### config.mk
export PLATFORM = sky130hd
export DESIGN_NAME = dtt_queue
export DESIGN_NICKNAME = d
export VERILOG_FILES = /design/src/sv/dtt_pkg.sv /design/src/sv/dtt_queue.sv
export SDC_FILE = /design/constraint.sdc
export NUM_CORES = 1
export LEC_CHECK = 0
export ABC_CLOCK_PERIOD_IN_PS = 15500
export BUFFER_PORTS_ARGS = -buffer_cell sky130_fd_sc_hd__buf_2
export CAP_MARGIN = 20
export CORE_MARGIN = 1
export CORE_UTILIZATION = 34
export CTS_BUF_LIST = sky130_fd_sc_hd__clkbuf_4 sky130_fd_sc_hd__clkbuf_8
export DETAILED_ROUTE_END_ITERATION = 12
export PLACE_DENSITY = 0.49
export SLEW_MARGIN = 20
export SYNTH_ARGS = -nofsm -noshare
export SYNTH_HDL_FRONTEND = slang
export SYNTH_SLANG_ARGS = --single-unit
### constraint.sdc
create_clock -name clk -period 15.5 [get_ports clk]
set_clock_uncertainty 0.05 [all_clocks]
set_input_delay 0 -clock clk [delete_from_list [all_inputs] [get_ports clk]]
set_output_delay 0 -clock clk [all_outputs]
set_load 0.02 [all_outputs]
### src/sv/dtt_pkg.sv
`timescale 1ns / 1ps
// ----------------------------------------------------------------------------
// dtt_pkg
// Shared types and constants for the two-way ranging time-of-flight block.
// ----------------------------------------------------------------------------
package dtt_pkg;

  // Configuration register indexes
  typedef enum logic [1:0] {
    CFG_RESULT_DELAY = 2'd0,
    CFG_TX_ANT_DELAY = 2'd1,
    CFG_MM_PER_TICK  = 2'd2
  } cfg_idx_t;

  localparam logic [39:0] RESULT_DELAY_RST = 40'd131072000;
  localparam logic [15:0] TX_ANT_DELAY_RST = 16'd16575;
  localparam logic [23:0] MM_PER_TICK_RST  = 24'd307479;

  // Queue between front and back
  localparam int QDEPTH = 8;
  localparam int QPTR_W = $clog2(QDEPTH);
  localparam int QCNT_W = QPTR_W + 1;

  // Quotient bits produced by the divider pipeline
  localparam int DIV_STEPS = 40;

  // Largest Q4 magnitude carried into the distance product
  localparam logic [39:0] MAG_CAP = 40'h80_0000_0000;

  typedef struct packed {
    logic [31:0] tag_poll_tx;
    logic [31:0] tag_resp_rx;
    logic [31:0] tag_final_tx;
    logic [39:0] anchor_poll_rx;
    logic [39:0] anchor_resp_tx;
    logic [39:0] anchor_final_rx;
  } in_item_t;

  typedef struct packed {
    logic signed [31:0] flight_time_q4;
    logic signed [31:0] distance_mm;
    logic [31:0]        sched_tx_time;
    logic [31:0]        result_tx_stamp;
    logic               zero_divisor;
    logic               saturated;
  } out_item_t;

  // Classified request handed from front to back
  typedef struct packed {
    logic [63:0] mag;
    logic        neg;
    logic [33:0] den;
    logic        zero;
    logic [31:0] txt;
    logic [31:0] stamp;
  } work_t;

endpackage

### src/sv/dtt_queue.sv
`timescale 1ns / 1ps
// ----------------------------------------------------------------------------
// dtt_queue
// Short queue of classified requests between front and back.
// ----------------------------------------------------------------------------
module dtt_queue (
  input  logic                       clk,
  input  logic                       rst_n,
  input  logic                       push,
  input  dtt_pkg::work_t             push_data,
  input  logic                       pop,
  output dtt_pkg::work_t             pop_data,
  output logic                       empty,
  output logic [dtt_pkg::QCNT_W-1:0] count
);

  dtt_pkg::work_t slot_r [dtt_pkg::QDEPTH];
  logic [dtt_pkg::QPTR_W-1:0] wr_r, rd_r;
  logic [dtt_pkg::QCNT_W-1:0] cnt_r, cnt_nxt;

  // Storage
  always_ff @(posedge clk) begin
    if (push) begin
      slot_r[wr_r] <= push_data;
    end
  end

  // Pointers and fill count
  always_comb begin
    cnt_nxt = cnt_r;
    if (push && !pop) begin
      cnt_nxt = cnt_r + 1'b1;
    end else if (pop && !push) begin
      cnt_nxt = cnt_r - 1'b1;
    end
  end

  always_ff @(posedge clk) begin
    if (!rst_n) begin
      wr_r  <= '0;
      rd_r  <= '0;
      cnt_r <= '0;
    end else begin
      if (push) begin
        wr_r <= wr_r + 1'b1;
      end
      if (pop) begin
        rd_r <= rd_r + 1'b1;
      end
      cnt_r <= cnt_nxt;
    end
  end

  assign pop_data = slot_r[rd_r];
  assign empty    = cnt_r == '0;
  assign count    = cnt_r;

endmodule

==> metrics.txt, run 1 <==
status completed; first-pass GRT wire length 168000 um; H-tree depth 4; beginning of the worst hold path push; hpwl dp 59300 um; EDFF count, synth 1312; die area approximately 150000 um^2; Skew-Pair Late Insertion Delay 0.90 ns; CTS buffer count about 220; slew margin rel. roughly 31%; Post-Synthesis Cell Area 50800 um^2; Max Root-Sink Buffers 3; PortBufs roughly 340; core box area 148000 um^2; share of the core filled with cells 42.0%; crit path kind reg -> out; Rows between 100 and 150; die height 388 um; Async SR Flop Fraction 0%; fmax around 210 MHz; worst reg-to-reg path cell count 4; Setup-failing EPs final 0; overall power ~7800 uW; hold crit path type in -> reg; Final Max Tran Viols 0; clk root buf clkbuf_8; Synth Warn # 0; prevailing post-synth register cell edfxtp_1; Worst-path clk slew 0.06 ns; routed len/inst ~23 um; Leak Pwr between 0.02 and 0.025 uW; crit path launch type register; DIE WIDTH 388 um; period utilization a little under a third; Multi-input gate area around 10000 um^2; post-layout instance area just over 60000 um^2; RePlAce Congestion a little under 0.7; worst hold slack ~0.34 ns; Area growth, synth to finish 22.5%; Initial Util between 30 and 40%; Post-Syn Instances a little under 2000; capturing point of the worst reg2reg path slot_r[1][143]$_DFFE_PP_; CP Data Required Time about 15 ns; Worst Path Max Fanout ~110; Yosys cell types 29; clk sinks between 1000 and 1500; reg2reg setup slack 12.06 ns; dpl cell area roughly 55000 um^2; Post-Synthesis Net Count approximately 2100; FF-to-FF Start wr_r[0]$_SDFFE_PN0P_; hold path depth 6; Worst Path Arrival roughly 4.6 ns; CTS tree done; starting DRC count in detailed routing about 1100; syn_area_per_cell ~26 um^2; worst vdd ir 70.8 uV; Fin Setup TNS 0 ns; Worst Hold End count[3]$_SDFFE_PN0P_; register area 39700 um^2; Initial DRT Pass Iterations 5; gr ovfl total 0; Residual DRC 0; Least-Margin Pin Slew slightly above 1 ns; total track usage about 15%; Critical Path End Type primary output; fill count 12900; register bit total from synthesis ~1300; vias post-DR between 20000 and 25000; Routed Antenna Nets 0; max-cap violation count 0; Top Ports roughly 340; Final nets between 2000 and 3000; layout cells sized above 1 between 30% and 40%; largest net degree at the start of global routing approximately 120; initial antenna violation count 15; unrepaired setup endpoints after global routing false; number of global-route vias before repair around 26000; DR vias/cell between 4 and 5; drt total wl 114000 um; Final Critical Period between 4 and 5 ns; sequential fraction of the synthesis area about four fifths; Hold Vio Cnt, Final 0; pwr dens 125 nW/um^2
worst max-delay path by stage:
stage                                    start                      to  slack [ns]  cells after the start
after floorplan           wr_r[2]$_SDFFE_PN0P_  slot_r[0][0]$_DFFE_PP_        3.01                      2
after detailed placement              register           pop_data[117]       11.66                      5
after CTS                             register           pop_data[117]       10.59                      5
after global routing                  register           pop_data[113]       10.46                      5
after global placement                register            pop_data[42]       11.47                      5
final                                 register            pop_data[56]       10.83                      5
state kept, by name, indices dropped and copies added (netlist names), named ones only:
name    flops
wr_r        3
rd_r        3
slot_r   1312
count       4
metal layers:
layer	vias to the layer above	share of wire, %	track usage [%]
li1	10400	-	-
met1	12500	43	18.8
met4	20	2.1	4.71
met3	209	5.5	4.25
met5	-	0.11	0
met2	537	50	25.4
cells by family after synthesis:
group	after synthesis	synth area share (%)
flops	1325	78.1
mux	496	19.8
buf+inv	95	1.51
simple gates	31	0.310
xor+xnor	6	0.103
fa+ha+maj	6	0.163
compound gates	4	0.0468
synth_stat cells, types with 2 or more instances:
cell	count	area, um^2
mux2_2	164	1850
buf_8	27	405
buf_1	12	45.0
mux2i_1	4	40.0
dfxtp_1	13	260
edfxtp_1	1312	39400
buf_6	7	78.8
mux4_1	203	5330
nand2_1	6	22.5
ha_1	5	62.6
xnor2_1	4	35.0
buf_2	5	25.0
nor2b_1	3	18.8
nand2b_1	4	25.0
inv_1	2	7.51
nor3_1	2	10.0
clkbuf_1	39	146
mux4_2	125	2820
xor2_1	2	17.5
nor2_1	7	26.3
buf_12	3	60.1
and2_1	7	43.8
critical path: stages (launching register included):
cell     delay [ns]
dfxtp_4        0.81
buf_12         0.70
buf_4          0.81
mux4_1         0.65
mux2_2         0.31
buf_2          0.17
report_power, final:
group          internal (uW)  total, uW  switching, uW  leakage (uW)
clock                   1580       2960           1390       0.00223
combinational            346        756            410       0.00624
sequential              4040       4070           27.9        0.0120
total                   5960       7790           1830        0.0205
layout by cell type, fill, tap and decap left out, drive strengths merged:
cell / count
xor2: 2
nor4: 1
ha: 5
and2: 7
mux2i: 4
nand2: 6
xnor2: 4
dlygate4sd3: 337
nand2b: 4
nor2b: 3
clkinvlp: 6
mux2: 164
o21ai: 1
a31oi: 1
clkbuf: 275
fa: 1
a211oi: 1
mux4: 328
nor2: 7
nand3: 1
a21oi: 1
diode: 6
inv: 8
dfxtp: 13
edfxtp: 1312
buf: 381
nor3: 2
clkinv: 104
bufinv: 7
final cells by class:
type | count | area share, %
Multi-Input combinational cell | 543 | 16.7
Inverter | 2 | 0.0121
Clock inverter | 123 | 1.33
Sequential cell | 1325 | 63.8
Timing Repair Buffer | 718 | 8.74
Clock buffer | 275 | 5.51
Tap cell | 1930 | 3.88
Antenna cell | 6 | 0.0241
metrics by stage:
step	instances	worst slack [ns]
floorplan	1963	3.01
global placement	4180	11.47
detailed placement	4181	11.66
CTS	4916	10.59
global route	4920	10.46
finish	4922	10.83
repair_timing:
action	in CTS	in global routing
resized for setup	0	0
hold buffers	337	0
hold endpoints to repair	1402	0
buffers inserted	0	0
(Power assumes the default switching activity.)
==> run 2: changes to the inputs <==
--- a/config.mk
+++ b/config.mk
@@ -5,7 +5,7 @@
 export SDC_FILE = /design/constraint.sdc
 export NUM_CORES = 1
 export LEC_CHECK = 0
-export ABC_CLOCK_PERIOD_IN_PS = 15500
+export ABC_CLOCK_PERIOD_IN_PS = 4900
 export BUFFER_PORTS_ARGS = -buffer_cell sky130_fd_sc_hd__buf_2
 export CAP_MARGIN = 20
 export CORE_MARGIN = 1
==> constraint.sdc (replaced) <==
create_clock -name clk -period 4.9 [get_ports clk]
set_clock_uncertainty 0.05 [all_clocks]
set_input_delay 0 -clock clk [delete_from_list [all_inputs] [get_ports clk]]
set_output_delay 0 -clock clk [all_outputs]
set_load 0.02 [all_outputs]
==> run 2 against run 1 <==
  * Core utilization rose by 0.25 points
  * Largest cell class unchanged
  * Sequential share of layout area decreased by 0.38 points
  * Clock power grew to 3.2 times the previous value
  * Largest power group unchanged
  * Via count is 0.28% higher
  * Critical path type unchanged
==> metrics.txt, run 2 (synthesis results as in run 1) <==
unrepaired setup endpoints after global routing false (unchanged); combinational power share 9.8% (was 9.7%); total track usage 15.5% (was 15.1%); most common cell after layout, fill and taps aside edfxtp_1 (unchanged); starting DRC count in detailed routing 1339 (was 1066); layout cells sized above 1 34.2% (was 33.9%); Leak Pwr 0.0206 uW (was 0.0205 uW); Post-Layout Cell Count 4928 (was 4922); Final Max Tran Viols 0 (unchanged); max-cap violation count 0 (unchanged); Max Root-Sink Buffers 3 (unchanged); Residual DRC 0 (unchanged); Post-CTS Setup Repair Bufs 0 (unchanged); Sw Ratio 23.4% (was 23.5%); die area 151000 um^2 (unchanged); max reg flops 1312 (unchanged); CTS buffer count 216 (unchanged); Worst-path clk slew 0.06 ns (about the same); sequential power share 52.1% (was 52.2%); Fin Setup TNS 0 ns (unchanged); initial antenna violation count 15 (unchanged); status completed (unchanged); Top Ports 337 (unchanged); Least-Margin Pin Slew 1.03 ns (about the same); gr ovfl total 0 (unchanged); vias post-DR 23700 (was 23600); RePlAce Congestion 0.679 (was 0.694); slowest stage delay, CP 0.98 ns (was 0.81 ns); Final Critical Period between 3 and 4 ns; Area growth, synth to finish 23.3% (was 22.5%); DIE WIDTH 388 um (unchanged); hold crit path type in -> reg (unchanged); crit path launch type register (unchanged); Routed Antenna Nets 0 (unchanged); Rows 141 (unchanged); CP cell instances buf_4 -> mux4_1 -> mux2_2 -> buf_2 (was buf_12 -> buf_4 -> mux4_1 -> mux2_2 -> buf_2); Setup WS pre-CTS 2.12 ns (was 11.66 ns); die height 388 um (unchanged); DR vias/cell 4.81 (was 4.80); crit path kind reg -> out (unchanged); # placed instances 4194 (was 4181); Initial Util 34.3% (unchanged); drt total wl 116000 um (was 114000 um); hpwl dp 59900 um (was 59300 um); worst vdd ir 296 uV (was 70.8 uV); largest register by flop count slot_r (unchanged); Worst Path Arrival 3.57 ns (was 4.62 ns); first-pass GRT wire length 171000 um (was 168000 um); slew margin rel. 31.1% (about the same); worst reg-to-reg path cell count 3 (was 4); Final nets 2992 (was 2980); largest net degree at the start of global routing 88 (was 115); CTS tree done (unchanged); clk root buf clkbuf_8 (unchanged); Hold Vio Cnt, Final 0 (unchanged); share of the core filled with cells 42.3% (was 42.0%); Setup-failing EPs final 0 (unchanged); Critical Path End Type primary output (unchanged); Skew-Pair Late Insertion Delay 0.92 ns (was 0.90 ns); H-tree depth 4 (unchanged); pwr dens 395 nW/um^2 (was 125 nW/um^2); CP Data Required Time 4.85 ns (was 15.45 ns); PortBufs 336 (unchanged); number of global-route vias before repair 26300 (was 25800); Worst Path Max Fanout 46 (was 114); core box area 148000 um^2 (unchanged); routed len/inst 23.6 um (was 23.2 um); clock power share 38.1% (about the same); cell-internal power 18900 uW (was 5960 uW); clk sinks 1325 (unchanged); worst setup margin 1.28 ns (was 10.83 ns); switching pwr 5790 uW (was 1830 uW); fmax roughly 280 MHz; fill count 12900 (about the same); period utilization between 70% and 80%; Initial DRT Pass Iterations 5 (unchanged); commonest cells after routing, fill and taps aside edfxtp_1 (1312), dlygate4sd3_1 (336), buf_2 (336), clkbuf_8 (216), mux4_1 (203) (was edfxtp_1 (1312), dlygate4sd3_1 (337), buf_2 (336), clkbuf_8 (218), mux4_1 (203)); slowest stage cell, crit path dfxtp_4 (unchanged); hold path depth 6 (unchanged); post_cts resized 0 (unchanged)
## run 2: critical path: cells and delay by family (launching register included)
kind                   cells  cell delay [ns]
buffers and inverters      2             0.72
DFF                        1             0.98
muxes                      2             0.90
## run 2: metal layers
| layer | vias up | routed length [um] | track usage, % |
|---|---|---|---|
| li1 | 10500 | - | - |
| met1 | 12500 | 48700 | 18.9 |
| met2 | 515 | 58300 | 26.3 |
| met3 | 206 | 6780 | 4.55 |
| met4 | 20 | 2390 | 4.83 |
| met5 | - | 132 | 0 |
## run 2: path summary, 6_finish.rpt
| kind | startpoint | to | slack (ns) |
|---|---|---|---|
| max reg2reg | wr_r[0]$_SDFFE_PN0P_ | slot_r[7][136]$_DFFE_PP_ | 2.36 |
| min | pop | count[1]$_SDFFE_PN0P_ | 0.25 |
| min reg2reg | count[3]$_SDFFE_PN0P_ | count[3]$_SDFFE_PN0P_ | 0.46 |
| max | register | pop_data[111] | 1.28 |
## run 2: cell type report
cell class	count	area, um^2	area share (%)
Clock buffer	269	3370	5.39
Inverter	2	7.51	0.0120
Tap cell	1930	2410	3.86
Antenna cell	5	12.5	0.0200
Multi-Input combinational cell	543	10400	16.7
Sequential cell	1325	39700	63.4
Timing Repair Buffer	730	5830	9.31
Clock inverter	124	861	1.38
## run 2: what timing repair did
item | in CTS | in global routing
endpoints found under the setup margin | 0 | 0
hold endpoints to repair | 2072 | 0
hold buffers | 336 | 0
## run 2: power by group through the flow
stage / registers [uW] / logic, uW / clock network, uW
floorplan: 13100 / 1480 / 0
global placement: 13100 / 2210 / 0
detailed placement: 13100 / 2240 / 0
CTS: 12900 / 2470 / 9740
global route: 12900 / 2590 / 10200
finish: 12900 / 2410 / 9410
## run 2: metrics by stage
step | hold slack (ns) | instance area (um^2) | power (uW)
CTS | 0.104 | 62600 | 25100
floorplan | 0.0489 | 50800 | 14600
finish | 0.254 | 62600 | 24700
global route | 0.244 | 62600 | 25700
global placement | 0.203 | 54900 | 15300
detailed placement | 0.219 | 55000 | 15400
